## src/rtl/core/smcn_pkg.sv

```systemverilog
package smcn_pkg;

   localparam int CHANNELS    = 6;
   localparam int SAMPLE_BITS = 10;

   localparam int CH_IDX_W   = (CHANNELS > 1) ? $clog2(CHANNELS) : 1;
   localparam int CHANNEL_W  = 3;
   localparam int CMD_W      = 2;
   localparam int VALUE_W    = 21;
   localparam int EXT_W      = 10;
   localparam int NUM_W      = 2 * SAMPLE_BITS;
   localparam int CSR_ADDR_W = 2;
   localparam int CSR_DATA_W = 16;

   localparam logic [SAMPLE_BITS-1:0] FULL_SCALE  = '1;
   localparam logic [SAMPLE_BITS-1:0] CAL_RESET   = SAMPLE_BITS'(1) << (SAMPLE_BITS - 1);
   localparam logic [SAMPLE_BITS-1:0] PERCENT_TOP = SAMPLE_BITS'(100);

   localparam logic [CMD_W-1:0] CMD_TRACK = 2'd0;
   localparam logic [CMD_W-1:0] CMD_NORM  = 2'd1;
   localparam logic [CMD_W-1:0] CMD_LOAD  = 2'd2;
   localparam logic [CMD_W-1:0] CMD_NOP   = 2'd3;

   localparam logic [1:0] SCALE_RAW  = 2'd0;
   localparam logic [1:0] SCALE_PCT  = 2'd1;
   localparam logic [1:0] SCALE_FULL = 2'd2;

   localparam logic [CSR_ADDR_W-1:0] CSR_OUTPUT_SCALE = 2'd0;
   localparam logic [CSR_ADDR_W-1:0] CSR_INVERT_MASK  = 2'd1;

   localparam logic [1:0]          SCALE_RESET = SCALE_PCT;
   localparam logic [CHANNELS-1:0] MASK_RESET  = CHANNELS'(7);

   typedef enum logic [1:0] {
      ST_IDLE,
      ST_MUL,
      ST_DIV,
      ST_DONE
   } state_type;

   typedef struct packed {
      logic [SAMPLE_BITS-1:0] low;
      logic [SAMPLE_BITS-1:0] high;
   } cal_pair_type;

   typedef struct packed {
      logic         en;
      cal_pair_type pair;
   } cal_wr_type;

endpackage

```

## src/rtl/core/smcn_cal_store.sv

```systemverilog
module smcn_cal_store (
   input  logic                           clock,
   input  logic                           reset,
   input  logic [smcn_pkg::CH_IDX_W-1:0]  idx,
   input  smcn_pkg::cal_wr_type           wr,
   output smcn_pkg::cal_pair_type         rd
);

   smcn_pkg::cal_pair_type cal_ff [smcn_pkg::CHANNELS];

   assign rd = cal_ff[idx];

   always_ff @(posedge clock) begin
      if (reset) begin
         for (int i = 0; i < smcn_pkg::CHANNELS; i++) begin
            cal_ff[i].low  <= smcn_pkg::CAL_RESET;
            cal_ff[i].high <= smcn_pkg::CAL_RESET;
         end
      end else if (wr.en) begin
         cal_ff[idx] <= wr.pair;
      end
   end

endmodule

```

## src/rtl/core/smcn_div.sv

```systemverilog
module smcn_div (
   input  logic                               clock,
   input  logic                               reset,
   input  logic                               start,
   input  logic [smcn_pkg::NUM_W-1:0]         dividend,
   input  logic [smcn_pkg::SAMPLE_BITS-1:0]   divisor,
   output logic                               done,
   output logic [smcn_pkg::NUM_W-1:0]         quotient
);

   localparam int SB    = smcn_pkg::SAMPLE_BITS;
   localparam int NW    = smcn_pkg::NUM_W;
   localparam int CNT_W = $clog2(NW + 1);

   logic [NW-1:0]    quo_ff,  quo_in;
   logic [SB-1:0]    rem_ff,  rem_in;
   logic [SB-1:0]    dvs_ff,  dvs_in;
   logic [CNT_W-1:0] count_ff, count_in;
   logic             busy_ff, busy_in;
   logic             done_ff, done_in;
   logic [SB:0]      shifted;
   logic [SB:0]      trial;
   logic             fits;

   // one restoring step per cycle, dividend bits shift out as quotient bits shift in
   always_comb begin
      shifted  = {rem_ff, quo_ff[NW-1]};
      trial    = shifted - {1'b0, dvs_ff};
      fits     = shifted >= {1'b0, dvs_ff};
      quo_in   = quo_ff;
      rem_in   = rem_ff;
      dvs_in   = dvs_ff;
      count_in = count_ff;
      busy_in  = busy_ff;
      done_in  = 1'b0;
      if (start) begin
         quo_in   = dividend;
         rem_in   = '0;
         dvs_in   = divisor;
         count_in = CNT_W'(NW);
         busy_in  = 1'b1;
      end else if (busy_ff) begin
         quo_in   = {quo_ff[NW-2:0], fits};
         rem_in   = fits ? trial[SB-1:0] : shifted[SB-1:0];
         count_in = count_ff - CNT_W'(1);
         if (count_ff == CNT_W'(1)) begin
            busy_in = 1'b0;
            done_in = 1'b1;
         end
      end
   end

   always_ff @(posedge clock) begin
      if (reset) begin
         busy_ff  <= 1'b0;
         done_ff  <= 1'b0;
         count_ff <= '0;
      end else begin
         busy_ff  <= busy_in;
         done_ff  <= done_in;
         count_ff <= count_in;
      end
   end

   always_ff @(posedge clock) begin
      quo_ff <= quo_in;
      rem_ff <= rem_in;
      dvs_ff <= dvs_in;
   end

   assign done     = done_ff;
   assign quotient = quo_ff;

endmodule

```

## src/rtl/core/sensor_min_max_calibrate_normalize.sv

```systemverilog
// Sequence: a track, load, raw, zero-span or no-op request is registered on acceptance, then
// loaded into the response registers once they are free; a rescale request first passes
// through multiply, a 20-step serial divide (one quotient bit per cycle) and sign fix. Not
// ready while a request is in work: a new request is taken only after its response is loaded.
// Reset (synchronous, active high): all channel extremes 512, output_scale 1, invert_mask 7,
// no response pending.
module sensor_min_max_calibrate_normalize (
   input  logic                                   clock,
   input  logic                                   reset,
   input  logic                                   req_valid,
   output logic                                   req_ready,
   input  logic [smcn_pkg::CMD_W-1:0]             req_cmd,
   input  logic [smcn_pkg::CHANNEL_W-1:0]         req_channel,
   input  logic [smcn_pkg::SAMPLE_BITS-1:0]       req_sample,
   input  logic [smcn_pkg::SAMPLE_BITS-1:0]       req_load_low,
   input  logic [smcn_pkg::SAMPLE_BITS-1:0]       req_load_high,
   output logic                                   rsp_valid,
   input  logic                                   rsp_ready,
   output logic signed [smcn_pkg::VALUE_W-1:0]    rsp_value,
   output logic                                   rsp_zero_span,
   output logic [smcn_pkg::EXT_W-1:0]             rsp_chan_low,
   output logic [smcn_pkg::EXT_W-1:0]             rsp_chan_high,
   input  logic                                   csr_valid,
   output logic                                   csr_ready,
   input  logic [smcn_pkg::CSR_ADDR_W-1:0]        csr_index,
   input  logic [smcn_pkg::CSR_DATA_W-1:0]        csr_wdata
);

   localparam int SB = smcn_pkg::SAMPLE_BITS;
   localparam int VW = smcn_pkg::VALUE_W;
   localparam int EW = smcn_pkg::EXT_W;
   localparam int NW = smcn_pkg::NUM_W;

   smcn_pkg::state_type state_ff, state_in;

   logic [1:0]                  scale_ff;
   logic [smcn_pkg::CHANNELS-1:0] mask_ff;

   logic signed [VW-1:0] res_value_ff, res_value_in;
   logic                 res_zero_ff,  res_zero_in;
   logic [EW-1:0]        res_low_ff,   res_low_in;
   logic [EW-1:0]        res_high_ff,  res_high_in;
   logic [SB-1:0]        diff_mag_ff,  diff_mag_in;
   logic [SB-1:0]        span_mag_ff,  span_mag_in;
   logic [SB-1:0]        top_ff,       top_in;
   logic                 neg_ff,       neg_in;

   logic signed [VW-1:0] rsp_value_ff;
   logic                 rsp_zero_ff;
   logic [EW-1:0]        rsp_low_ff;
   logic [EW-1:0]        rsp_high_ff;
   logic                 rsp_valid_ff, rsp_valid_in;
   logic                 rsp_load;

   logic [smcn_pkg::CH_IDX_W-1:0] idx;
   smcn_pkg::cal_pair_type        cal_rd;
   smcn_pkg::cal_wr_type          cal_wr;
   logic                          chan_ok;
   logic                          inv;
   logic [SB-1:0]                 x;
   logic [SB-1:0]                 new_low;
   logic [SB-1:0]                 new_high;
   logic [SB:0]                   diff;
   logic [SB:0]                   span;
   logic                          rescale;

   logic          div_start;
   logic          div_done;
   logic [NW-1:0] div_num;
   logic [NW-1:0] div_quo;
   logic [VW-1:0] quo_ext;

   assign idx     = smcn_pkg::CH_IDX_W'(req_channel);
   assign chan_ok = 32'(req_channel) < smcn_pkg::CHANNELS;
   assign inv     = chan_ok & mask_ff[idx];
   assign x       = req_sample ^ {SB{inv}};   // FULL_SCALE - sample when inverted, else the sample
   assign new_low  = (x < cal_rd.low)  ? x : cal_rd.low;
   assign new_high = (x > cal_rd.high) ? x : cal_rd.high;
   assign diff     = {1'b0, x} - {1'b0, cal_rd.low};
   assign span     = {1'b0, cal_rd.high} - {1'b0, cal_rd.low};
   assign rescale  = (scale_ff == smcn_pkg::SCALE_PCT) || (scale_ff == smcn_pkg::SCALE_FULL);
   assign div_num  = NW'(diff_mag_ff) * NW'(top_ff);
   assign quo_ext  = VW'(div_quo);

   smcn_cal_store u_cal (
      .clock (clock),
      .reset (reset),
      .idx   (idx),
      .wr    (cal_wr),
      .rd    (cal_rd)
   );

   smcn_div u_div (
      .clock    (clock),
      .reset    (reset),
      .start    (div_start),
      .dividend (div_num),
      .divisor  (span_mag_ff),
      .done     (div_done),
      .quotient (div_quo)
   );

   assign req_ready = (state_ff == smcn_pkg::ST_IDLE);
   assign csr_ready = 1'b1;
   assign rsp_load  = (state_ff == smcn_pkg::ST_DONE) && (!rsp_valid_ff || rsp_ready);

   always_comb begin
      state_in     = state_ff;
      res_value_in = res_value_ff;
      res_zero_in  = res_zero_ff;
      res_low_in   = res_low_ff;
      res_high_in  = res_high_ff;
      diff_mag_in  = diff_mag_ff;
      span_mag_in  = span_mag_ff;
      top_in       = top_ff;
      neg_in       = neg_ff;
      cal_wr.en    = 1'b0;
      cal_wr.pair  = cal_rd;
      div_start    = 1'b0;
      unique case (state_ff)
         smcn_pkg::ST_IDLE: begin
            if (req_valid) begin
               state_in     = smcn_pkg::ST_DONE;
               res_value_in = '0;
               res_zero_in  = 1'b0;
               res_low_in   = EW'(cal_rd.low);
               res_high_in  = EW'(cal_rd.high);
               diff_mag_in  = diff[SB] ? SB'(-diff) : diff[SB-1:0];
               span_mag_in  = span[SB] ? SB'(-span) : span[SB-1:0];
               top_in       = (scale_ff == smcn_pkg::SCALE_PCT) ? smcn_pkg::PERCENT_TOP
                                                                 : smcn_pkg::FULL_SCALE;
               neg_in       = diff[SB] ^ span[SB];
               if (!chan_ok) begin
                  res_low_in  = '0;
                  res_high_in = '0;
               end else begin
                  unique case (req_cmd)
                     smcn_pkg::CMD_TRACK: begin
                        cal_wr.en        = 1'b1;
                        cal_wr.pair.low  = new_low;
                        cal_wr.pair.high = new_high;
                        res_low_in       = EW'(new_low);
                        res_high_in      = EW'(new_high);
                     end
                     smcn_pkg::CMD_LOAD: begin
                        cal_wr.en        = 1'b1;
                        cal_wr.pair.low  = req_load_low;
                        cal_wr.pair.high = req_load_high;
                        res_low_in       = EW'(req_load_low);
                        res_high_in      = EW'(req_load_high);
                     end
                     smcn_pkg::CMD_NORM: begin
                        if (!rescale) begin
                           res_value_in = VW'(x);
                        end else if (cal_rd.high == cal_rd.low) begin
                           res_zero_in = 1'b1;
                        end else begin
                           state_in = smcn_pkg::ST_MUL;
                        end
                     end
                     smcn_pkg::CMD_NOP: begin
                     end
                  endcase
               end
            end
         end
         smcn_pkg::ST_MUL: begin
            div_start = 1'b1;
            state_in  = smcn_pkg::ST_DIV;
         end
         smcn_pkg::ST_DIV: begin
            if (div_done) begin
               // magnitude quotient, then sign: truncation toward zero
               res_value_in = neg_ff ? -quo_ext : quo_ext;
               state_in     = smcn_pkg::ST_DONE;
            end
         end
         smcn_pkg::ST_DONE: begin
            if (rsp_load) begin
               state_in = smcn_pkg::ST_IDLE;
            end
         end
         default: begin
            state_in = smcn_pkg::ST_IDLE;
         end
      endcase
   end

   always_comb begin
      if (rsp_load) begin
         rsp_valid_in = 1'b1;
      end else if (rsp_ready) begin
         rsp_valid_in = 1'b0;
      end else begin
         rsp_valid_in = rsp_valid_ff;
      end
   end

   always_ff @(posedge clock) begin
      if (reset) begin
         state_ff     <= smcn_pkg::ST_IDLE;
         rsp_valid_ff <= 1'b0;
      end else begin
         state_ff     <= state_in;
         rsp_valid_ff <= rsp_valid_in;
      end
   end

   always_ff @(posedge clock) begin
      if (reset) begin
         scale_ff <= smcn_pkg::SCALE_RESET;
         mask_ff  <= smcn_pkg::MASK_RESET;
      end else if (csr_valid) begin
         unique case (csr_index)
            smcn_pkg::CSR_OUTPUT_SCALE: scale_ff <= csr_wdata[1:0];
            smcn_pkg::CSR_INVERT_MASK:  mask_ff  <= csr_wdata[smcn_pkg::CHANNELS-1:0];
            default: begin
            end
         endcase
      end
   end

   always_ff @(posedge clock) begin
      res_value_ff <= res_value_in;
      res_zero_ff  <= res_zero_in;
      res_low_ff   <= res_low_in;
      res_high_ff  <= res_high_in;
      diff_mag_ff  <= diff_mag_in;
      span_mag_ff  <= span_mag_in;
      top_ff       <= top_in;
      neg_ff       <= neg_in;
      if (rsp_load) begin
         rsp_value_ff <= res_value_ff;
         rsp_zero_ff  <= res_zero_ff;
         rsp_low_ff   <= res_low_ff;
         rsp_high_ff  <= res_high_ff;
      end
   end

   assign rsp_valid     = rsp_valid_ff;
   assign rsp_value     = rsp_value_ff;
   assign rsp_zero_span = rsp_zero_ff;
   assign rsp_chan_low  = rsp_low_ff;
   assign rsp_chan_high = rsp_high_ff;

endmodule
```

## config.mk

```make
export PLATFORM = sky130hd
export DESIGN_NAME = sensor_min_max_calibrate_normalize
export DESIGN_NICKNAME = d
export VERILOG_FILES = /design/src/rtl/core/smcn_pkg.sv /design/src/rtl/core/smcn_cal_store.sv /design/src/rtl/core/smcn_div.sv /design/src/rtl/core/sensor_min_max_calibrate_normalize.sv
export SDC_FILE = /design/constraint.sdc
export NUM_CORES = 1
export LEC_CHECK = 0
export ABC_CLOCK_PERIOD_IN_PS = 6400
export BUFFER_PORTS_ARGS = -buffer_cell sky130_fd_sc_hd__buf_2
export CELL_PAD_IN_SITES_DETAIL_PLACEMENT = 1
export CELL_PAD_IN_SITES_GLOBAL_PLACEMENT = 1
export CORE_ASPECT_RATIO = 1.4
export CORE_MARGIN = 3
export CORE_UTILIZATION = 45
export DETAILED_ROUTE_END_ITERATION = 6
export HOLD_SLACK_MARGIN = 0.06
export PLACE_DENSITY = 0.84
export SLEW_MARGIN = 0
export SYNTH_ARGS = -nofsm -noshare
export SYNTH_HDL_FRONTEND = slang
export SYNTH_HIERARCHICAL = 1
export SYNTH_SLANG_ARGS = --single-unit
```

## constraint.sdc

```tcl
create_clock -name clock -period 6.4 [get_ports clock]
set_input_delay 0.32 -clock clock [delete_from_list [all_inputs] [get_ports clock]]
set_output_delay 0.32 -clock clock [all_outputs]
set_load 0.01 [all_outputs]
```

# After elaboration in Yosys (flattened, before gate mapping)
# Memory sizes are Yosys's and may differ from the RTL's.
# Index checks and enable logic that the tools add are counted.
# Widths: inputs -> output; s select.
# word_totals
ff_bits	173
mem_bits_rw	120
in_bits	58
out_inout_bits	45
word_cells	122
n_memories	1
# memory_table
name	words	word_bits	read_ports	rd_ports_with_merged_regs	wr	line	source
u_cal.cal_ff	6	20	1	0	6	smcn_cal_store.sv:9	smcn_pkg::cal_pair_type cal_ff [smcn_pkg::CHANNELS];
# classes
addsub	7
mul	1
order_cmp	5
eq_ne	13
muxes	49
bitwise	4
n_reduce_logical	19
# op_table
operator	n
$mux 21	6
$mux 10	9
$pmux 21 s2	2
$mux 20	3
$pmux 10 s2	2
$sub 10x10->11	2
$neg 20->21	1
$mul 10x10->20	1
$neg 10->10	2
$reduce_or 20->1	1
$mux 1	15
$mux 2	7
$ge 11x10->1	1
$eq 10x10->1	1
$gt 10x10->1	1
$lt 10x10->1	1
$mux 5	2
$sub 10x10->10	1
$xor 10x10->10	1
$reduce_and 3->1	3
$eq 2x1->1 const B	4
$eq 2x2->1 const B	4
$pmux 2 s4	1
$logic_not 2->1	3
18 further kinds	24

# Longest topological paths before layout
# Gate-level depths: netlist (run 1).
# logic_depth
depth_word	15
mapped_depth	21
depth_no_buf	20

# Hierarchy
# Netlist (run 1), hierarchy kept.
# by_module_without_submodules
mod	instances	cells_per_inst	area_per_inst_um2	seq_area_each_um2
sensor_min_max_calibrate_normalize	1	946	9740.6	3403.3
smcn_cal_store	1	410	7055.5	4804.6
smcn_div	1	220	2464.9	1241.2

# Worst setup path after synthesis (run 1)
# OpenSTA, ideal clock, no wires.
# synth_timing
path_type	flip-flop to flip-flop
from	register top_ff[8]
to	register u_div.quo_ff[18], in the netlist u_div/quotient[18] (data pin)
setup_ps	260
arrival_ps	5342
required_time_ps	6140
path_slack_ps	799
stages_incl_launch_ff	21
path_buffers	1
period_less_slack_ps	5601
cell_sequence	edfxtp_1 clkbuf_1 nand2_1 inv_1 fa_1 fa_1 inv_1 fa_1 inv_1 fa_1 inv_1 fa_1 inv_1 ha_1 a21oi_1 o21ai_0 a21oi_1 o22ai_1 a221oi_1 xnor2_1 mux2_2
# synth_via
elab_chain_cells	2
# synth_rtl
item	line	source
start, declared	sensor_min_max_calibrate_normalize.sv:45	logic [SB-1:0] top_ff, top_in;
start signal, assigned	sensor_min_max_calibrate_normalize.sv:230	top_ff <= top_in;
$mul 10x10->20	sensor_min_max_calibrate_normalize.sv:82	assign div_num = NW'(diff_mag_ff) * NW'(top_ff);
via div_num[18]	sensor_min_max_calibrate_normalize.sv:69	logic [NW-1:0] div_num;
$mux 20	smcn_div.sv:36	if (start) begin
via u_div.quo_in[18]	smcn_div.sv:15	logic [NW-1:0] quo_ff, quo_in;
end signal, assigned	smcn_div.sv:66	quo_ff <= quo_in;
end, declared	smcn_div.sv:15	
# The timed path passes the listed nets, and every way through them passes these cells.
# A chain may end at the register's enable or synchronous reset.

# Worst setup path in the final report (run 1)
# layout_timing
from	register diff_mag_ff[5]
to	register u_div.quo_ff[18], in the netlist u_div/quotient[18] (data pin)
# layout_via
elab_chain_cells	2
# layout_rtl
item	line	source
start, declared	sensor_min_max_calibrate_normalize.sv:43	logic [SB-1:0] diff_mag_ff, diff_mag_in;
start signal, assigned	sensor_min_max_calibrate_normalize.sv:228	diff_mag_ff <= diff_mag_in;
$mul 10x10->20	sensor_min_max_calibrate_normalize.sv:82	
via div_num[18]	sensor_min_max_calibrate_normalize.sv:69	
$mux 20	smcn_div.sv:36	
via u_div.quo_in[18]	smcn_div.sv:15	
# The timed path passes the listed nets, and every way through them passes these cells.

==> results.yml, run 1 <==
status:
  status: "completed"
worst_setup_path:
  critPathMaxStageDelay_ns: 0.53
  crit_chain: "nand2_1, inv_1, fa_1, fa_1, inv_1, fa_1, inv_1, fa_1, inv_1, fa_1, inv_1, ha_1, a21oi_1, o21ai_0, a21oi_1, o22ai_1, a221oi_1, xnor2_1, mux2_2"
  crit_arrival_ns: 5.99
  criticalPathCategory: "flip-flop to flip-flop"
  end_kind: "flip-flop"
  cp-start-kind: "flip-flop"
  cp_slowest_cell: "fa_1"
  startpoint: "diff_mag_ff[5]$_DFFE_PP_"
  critPathRequiredTime_ns: 6.66
  rr_startpoint: "diff_mag_ff[5]$_DFFE_PP_"
  cp_max_fo: 5
timing:
  clock.fmax_ghz: 0.174
  fin_ws_ns: 0.668
  hold_violations: 0
  setup_viol: 0
  tns_ns: 0
  slew_headroom: 0.236
  drv_slew: 0
  fin_skew_ns: 0.0152
  rsz0062_at_grt: "no"
  whs_ns: 0.138
  finalCritPeriodShare: 0.896
  min_period_ns: 5.73
  tightest_slew_ns: 1.14
global_route:
  grt_pass1_vias: 14572
  grt_max_degree: 63
  antenna_found_initial: 1
  track_usage: 0.230
  overflow: 0
  grt_pass1_wl_um: 82300
yosys:
  synth_top_area_cell: "edfxtp_1"
  ys_async_sr_fraction: 0
  synth_ff_type: "edfxtp_1"
  synthTopCellsByArea: "edfxtp_1 (46%), ha_1 (7.1%), fa_1 (5.8%), mux4_1 (5.0%), nor3_1 (3.2%)"
  syn_nets: 1800
  synthesis.area_um2: 19300
  synth_top_area_share: 0.461
  synth-seq-cells: 324
  avgSynthCellArea_um2: 12.2
  ys_warn_count: 6
  synth_edf_count: 296
  seq_area_frac_synth: 0.491
  synth.distinct_cells: 86
  syn-instance-count: 1576
min_path:
  hp-start: "csr_wdata[2]"
  hp-class: "primary input to flip-flop"
clocking:
  clkLatencyLatePin_ns: 0.53
  cts_setup_buffers: 0
  cts.reportedPaths.clkPinSlew_ns: 0.06
  cts_tree: "built"
  root_buffer: "clkbuf_16"
  h-tree-depth: 2
  clockBufferDepth: 3
  hold_buffers: 5
  cts_resized: 0
  cts_buffers: 34
  clock-sinks: 324
cells_and_area:
  synthToLayoutAreaGrowth_pct: 11.6
  instances_no_fill: 2234
  nNetsFinal: 1888
  diodes: 0
  final_layout_size_suffix_gt1_frac: 0.156
placed_design:
  place_ws_ns: 0.669
  dp_hpwl_um: 39200
  dp_cells: 2169
  port_buffers: 91
  gp_congestion: 0.905
detailed_routing:
  wirelength_um: 52800
  dr.pass1.iters: 5
  drc_errors: 0
  vias: 13211
  initialDrtViolationCount: 990
  vias_per_cell: 5.91
  avgRoutedWirePerCell_um: 23.6
  final_antenna_net_count: 0
die:
  dieWidth_um: 181
  coreArea_um2: 42200
  initial_core_util: 0.456
  die-area_um2: 45400
  ios: 103
  placementRows: 89
  die_h_um: 251
job:
  drv_cap: 0
synthesized netlist by cell type, types with 6 or more instances:
master / count
a211o_1: 7
a21o_1: 32
a21oi_1: 53
a221o_1: 22
a222oi_1: 8
a31oi_1: 7
and2_1: 10
and3_1: 7
buf_1: 6
buf_2: 15
buf_6: 8
clkbuf_1: 45
dfxtp_1: 28
edfxtp_1: 296
fa_1: 56
ha_1: 110
inv_1: 151
mux2_2: 41
mux2i_1: 6
mux4_1: 37
nand2_1: 82
nand2b_1: 8
nand3_1: 14
nand4_1: 8
nor2_1: 105
nor2b_1: 7
nor3_1: 123
nor3b_1: 7
nor4_1: 6
o21ai_0: 36
o21bai_1: 12
o2bb2ai_1: 10
or2_2: 8
or3_1: 20
xnor2_1: 57
xor2_1: 33
stage by stage:
stage	area, um2	utilization
floorplan	19300	-
global placement	20300	0.481
detailed placement	20300	0.481
CTS	21500	0.509
global route	21500	0.509
finish	21500	0.509
per-layer routing:
layer | up-vias | global-route usage | part of all wire
met1 | 6729 | 0.263 | 0.38
met4 | 2 | 0.0884 | 0.037
met3 | 118 | 0.0308 | 0.039
met5 | - | 0 | 0.00025
met2 | 365 | 0.435 | 0.54
li1 | 5997 | - | -
layout by cell type, fill, tap and decap left out, types with 7 or more instances in the layout:
cell	Yosys	routed
o21ai_0	36	36
a31oi_1	7	7
nand2_1	82	82
a21o_1	32	32
mux2_2	41	41
or3_1	20	20
nor3b_1	7	7
o2bb2ai_1	10	10
nor2_1	105	105
nand3_1	14	14
and3_1	7	7
and2_1	10	9
a222oi_1	8	8
nor3_1	123	123
fa_1	56	56
nand4_1	8	8
a21oi_1	53	52
xnor2_1	57	57
buf_2	15	91
clkbuf_16	0	37
ha_1	110	109
dfxtp_1	28	28
nand2b_1	8	8
buf_4	4	34
xor2_1	33	33
inv_1	151	151
edfxtp_1	296	296
a221o_1	22	22
a211o_1	7	7
or2_2	8	8
clkinv_1	0	7
mux4_1	37	37
kinds of logic after synthesis:
kind of cell,share of synthesized area
other,0.000195
xor gates and xnor gates,0.0409
adders and majority gates,0.130
buffers and inverters,0.0495
muxes,0.0822
and+or+nand+nor,0.111
DFF,0.491
AOI/OAI and AO/OA,0.0962
layout make-up:
cell class	instances	area (um2)
Clock buffer	44	972
Inverter	151	567
Fill cell	4384	20700
Timing Repair Buffer	130	761
Sequential cell	324	9450
Multi-Input combinational cell	1023	8900
Clock inverter	16	171
Tap cell	546	683
state kept, by name, summed over array words and instances, names as in the netlist, 2 cells and up:
register / flops
diff_mag_ff: 10
mask_ff: 6
res_high_ff: 10
res_low_ff: 10
res_value_ff: 21
rsp_chan_high: 10
rsp_chan_low: 10
rsp_value: 21
scale_ff: 2
span_mag_ff: 10
state_ff: 2
u_cal/cal_ff: 160
u_div/count_ff: 5
u_div/dvs_ff: 10
u_div/quotient: 20
u_div/rem_ff: 10
final timing paths:
kind                                  end  slack [ns]  depth (start not counted)
max          u_div/quotient[18]$_DFFE_PP_        0.67                         19
min               mask_ff[2]$_SDFFE_PP1P_        0.14                          4
max reg2reg  u_div/quotient[18]$_DFFE_PP_        0.67                         19
min reg2reg    rsp_chan_high[8]$_DFFE_PP_        0.42                          0
critical path: cells and delay by family (launching register included):
| kind | cells | cell delay, ns |
|---|---|---|
| adder cells (fa/ha/maj) | 6 | 2.87 |
| AO/OA/AOI/OAI | 5 | 1.01 |
| flip-flops | 1 | 0.46 |
| buffers and inverters | 5 | 0.46 |
| multiplexers | 1 | 0.30 |
| AND/OR/NAND/NOR | 1 | 0.18 |
| XOR/XNOR | 1 | 0.18 |
Power of run 1 is not shown: default switching activity piles up to over one toggle a cycle in this logic, so the estimate is an artifact.
==> run 2, diff against run 1 <==
==> constraint.sdc (replaced) <==
create_clock -name clock -period 6.4 [get_ports clock]
set_input_delay 0 -clock clock [delete_from_list [all_inputs] [get_ports clock]]
set_output_delay 0 -clock clock [all_outputs]
set_load 0.01 [all_outputs]
==> run 2 against run 1 <==
- die area stayed put
- clock skew up 0.022 ns
- sequential share of layout area is 0.29 points lower
- first-iteration DRC count grew 6.7%
- design area increased by 0.67%
- via count is 1.9% higher
- critical path type unchanged
- critical endpoint unchanged
- highest routed layer unchanged
==> results.yml, run 2 (synthesis gave the netlist of run 1 again) <==
cells_and_area:
  nNetsFinal: 1921
  synthToLayoutAreaGrowth_pct: 12.4
  diodes: 0
  final_layout_size_suffix_gt1_frac: 0.149
  final_util: 0.513
  fillers: 4370
  largest_register_ffs: 160
  final_common_cell: "edfxtp_1"
  regMostFlops: "u_cal/cal_ff"
  final_cell_mix: "edfxtp_1 (296), inv_1 (151), nor3_1 (123), ha_1 (109), nor2_1 (105)"
clocking:
  clock-sinks: 324
  clockBufferDepth: 3
  cts.reportedPaths.clkPinSlew_ns: 0.06
  h-tree-depth: 1
  cts_tree: "built"
  root_buffer: "clkbuf_16"
  cts_buffers: 31
  clkLatencyLatePin_ns: 0.61
  cts_resized: 0
worst_setup_path:
  critPathRequiredTime_ns: 6.73
  reg2reg_depth: 19
  criticalPathCategory: "flip-flop to flip-flop"
  cp-start-kind: "flip-flop"
  end_kind: "flip-flop"
  r2r_slack_ns: 0.47
  crit_chain: "nand2_1, inv_1, fa_1, fa_1, inv_1, fa_1, inv_1, fa_1, inv_1, fa_1, inv_1, ha_1, a21oi_1, o21ai_0, a21oi_1, o22ai_1, a221oi_1, xnor2_1, mux2_2"
  critPathMaxStageDelay_ns: 0.63
  rr_startpoint: "top_ff[8]$_DFFE_PP_"
  cp_slowest_cell: "edfxtp_1"
  cp_max_fo: 16
  crit_arrival_ns: 6.26
  r2r-end: "u_div/quotient[18]$_DFFE_PP_"
die:
  coreArea_um2: 42200
  dieWidth_um: 181
  placementRows: 89
  ios: 103
  initial_core_util: 0.456
  die-area_um2: 45400
  die_h_um: 251
global_route:
  grt_max_degree: 75
  grt_pass1_vias: 14462
  grt_pass1_wl_um: 83300
  overflow: 0
  track_usage: 0.233
  antenna_found_initial: 1
detailed_routing:
  initialDrtViolationCount: 1056
  vias: 13456
  final_antenna_net_count: 0
  drc_errors: 0
  wirelength_um: 53900
  vias_per_cell: 5.94
  dr.pass1.iters: 6
  avgRoutedWirePerCell_um: 23.8
status:
  status: "completed"
timing:
  finalCritPeriodShare: 0.927
  tightest_slew_ns: 1.35
  clock.fmax_ghz: 0.168
  slew_headroom: 0.102
  hold_violations: 0
  min_period_ns: 5.93
  rsz0062_at_grt: "no"
  tns_ns: 0
  setup_viol: 0
  fin_skew_ns: 0.0371
  drv_slew: 0
placed_design:
  gp_congestion: 0.908
  port_buffers: 91
  dp_hpwl_um: 39800
min_path:
  hold_path_depth: 4
  whs_endpoint: "res_value_ff[5]$_DFFE_PP_"
  hp-class: "primary input to flip-flop"
  hp-start: "req_sample[5]"
job:
  drv_cap: 0
==> run 2: metrics by stage <==
step | hold slack, ns | instances | worst slack (ns) | instance area, um2
after floorplan | 0.0724 | 1576 | 0.799 | 19300
after detailed placement | 0.232 | 2166 | 0.493 | 20300
after global routing | 0.138 | 2264 | 0.0930 | 21600
after CTS | 0.0680 | 2264 | 0.472 | 21600
after global placement | 0.232 | 2166 | 0.670 | 20300
final | 0.0938 | 2264 | 0.465 | 21600
==> run 2: per-layer routing <==
layer / GRT usage / routed length, um
met1: 0.266 / 20200
met2: 0.436 / 28700
met3: 0.0259 / 2040
met4: 0.108 / 2890
met5: 0 / 13
==> run 2: final cells by class <==
cell class	count	area (um2)	share of cell area
clock inverter	14	91.3	0.00422
multi-input combinational	1023	8900	0.411
tap	546	683	0.0316
inverter	151	567	0.0262
clock buffer	40	830	0.0383
timing repair buffer	166	1130	0.0521
sequential	324	9450	0.437
==> run 2: worst max-delay path by stage <==
stage                        startpoint                           end  slack, ns  cells past startpoint
detailed placement  top_ff[8]$_DFFE_PP_  u_div/quotient[18]$_DFFE_PP_       0.49                     19
finish              top_ff[8]$_DFFE_PP_  u_div/quotient[18]$_DFFE_PP_       0.47                     19
global route        top_ff[8]$_DFFE_PP_  u_div/quotient[16]$_DFFE_PP_       0.09                     20
global placement    top_ff[8]$_DFFE_PP_  u_div/quotient[16]$_DFFE_PP_       0.67                     20
CTS                 top_ff[8]$_DFFE_PP_  u_div/quotient[18]$_DFFE_PP_       0.47                     19
floorplan           top_ff[8]$_DFFE_PP_  u_div/quotient[18]$_DFFE_PP_       0.80                     20
==> run 2: critical path, delay by kind of cell, from the launching register on <==
family / cells / cell delay, ns
AO/OA/AOI/OAI: 5 / 1.04
XOR/XNOR: 1 / 0.10
adder cells (fa/ha/maj): 6 / 2.89
buffers and inverters: 5 / 0.52
flip-flops: 1 / 0.63
multiplexers: 1 / 0.26
AND/OR/NAND/NOR: 1 / 0.24
==> run 2: what timing repair did <==
action                                 CTS  global route
endpoints found under the hold margin   69             0
buffers inserted                         0             0
hold buffers                            44             0
Power of run 2 is left out for the same reason.
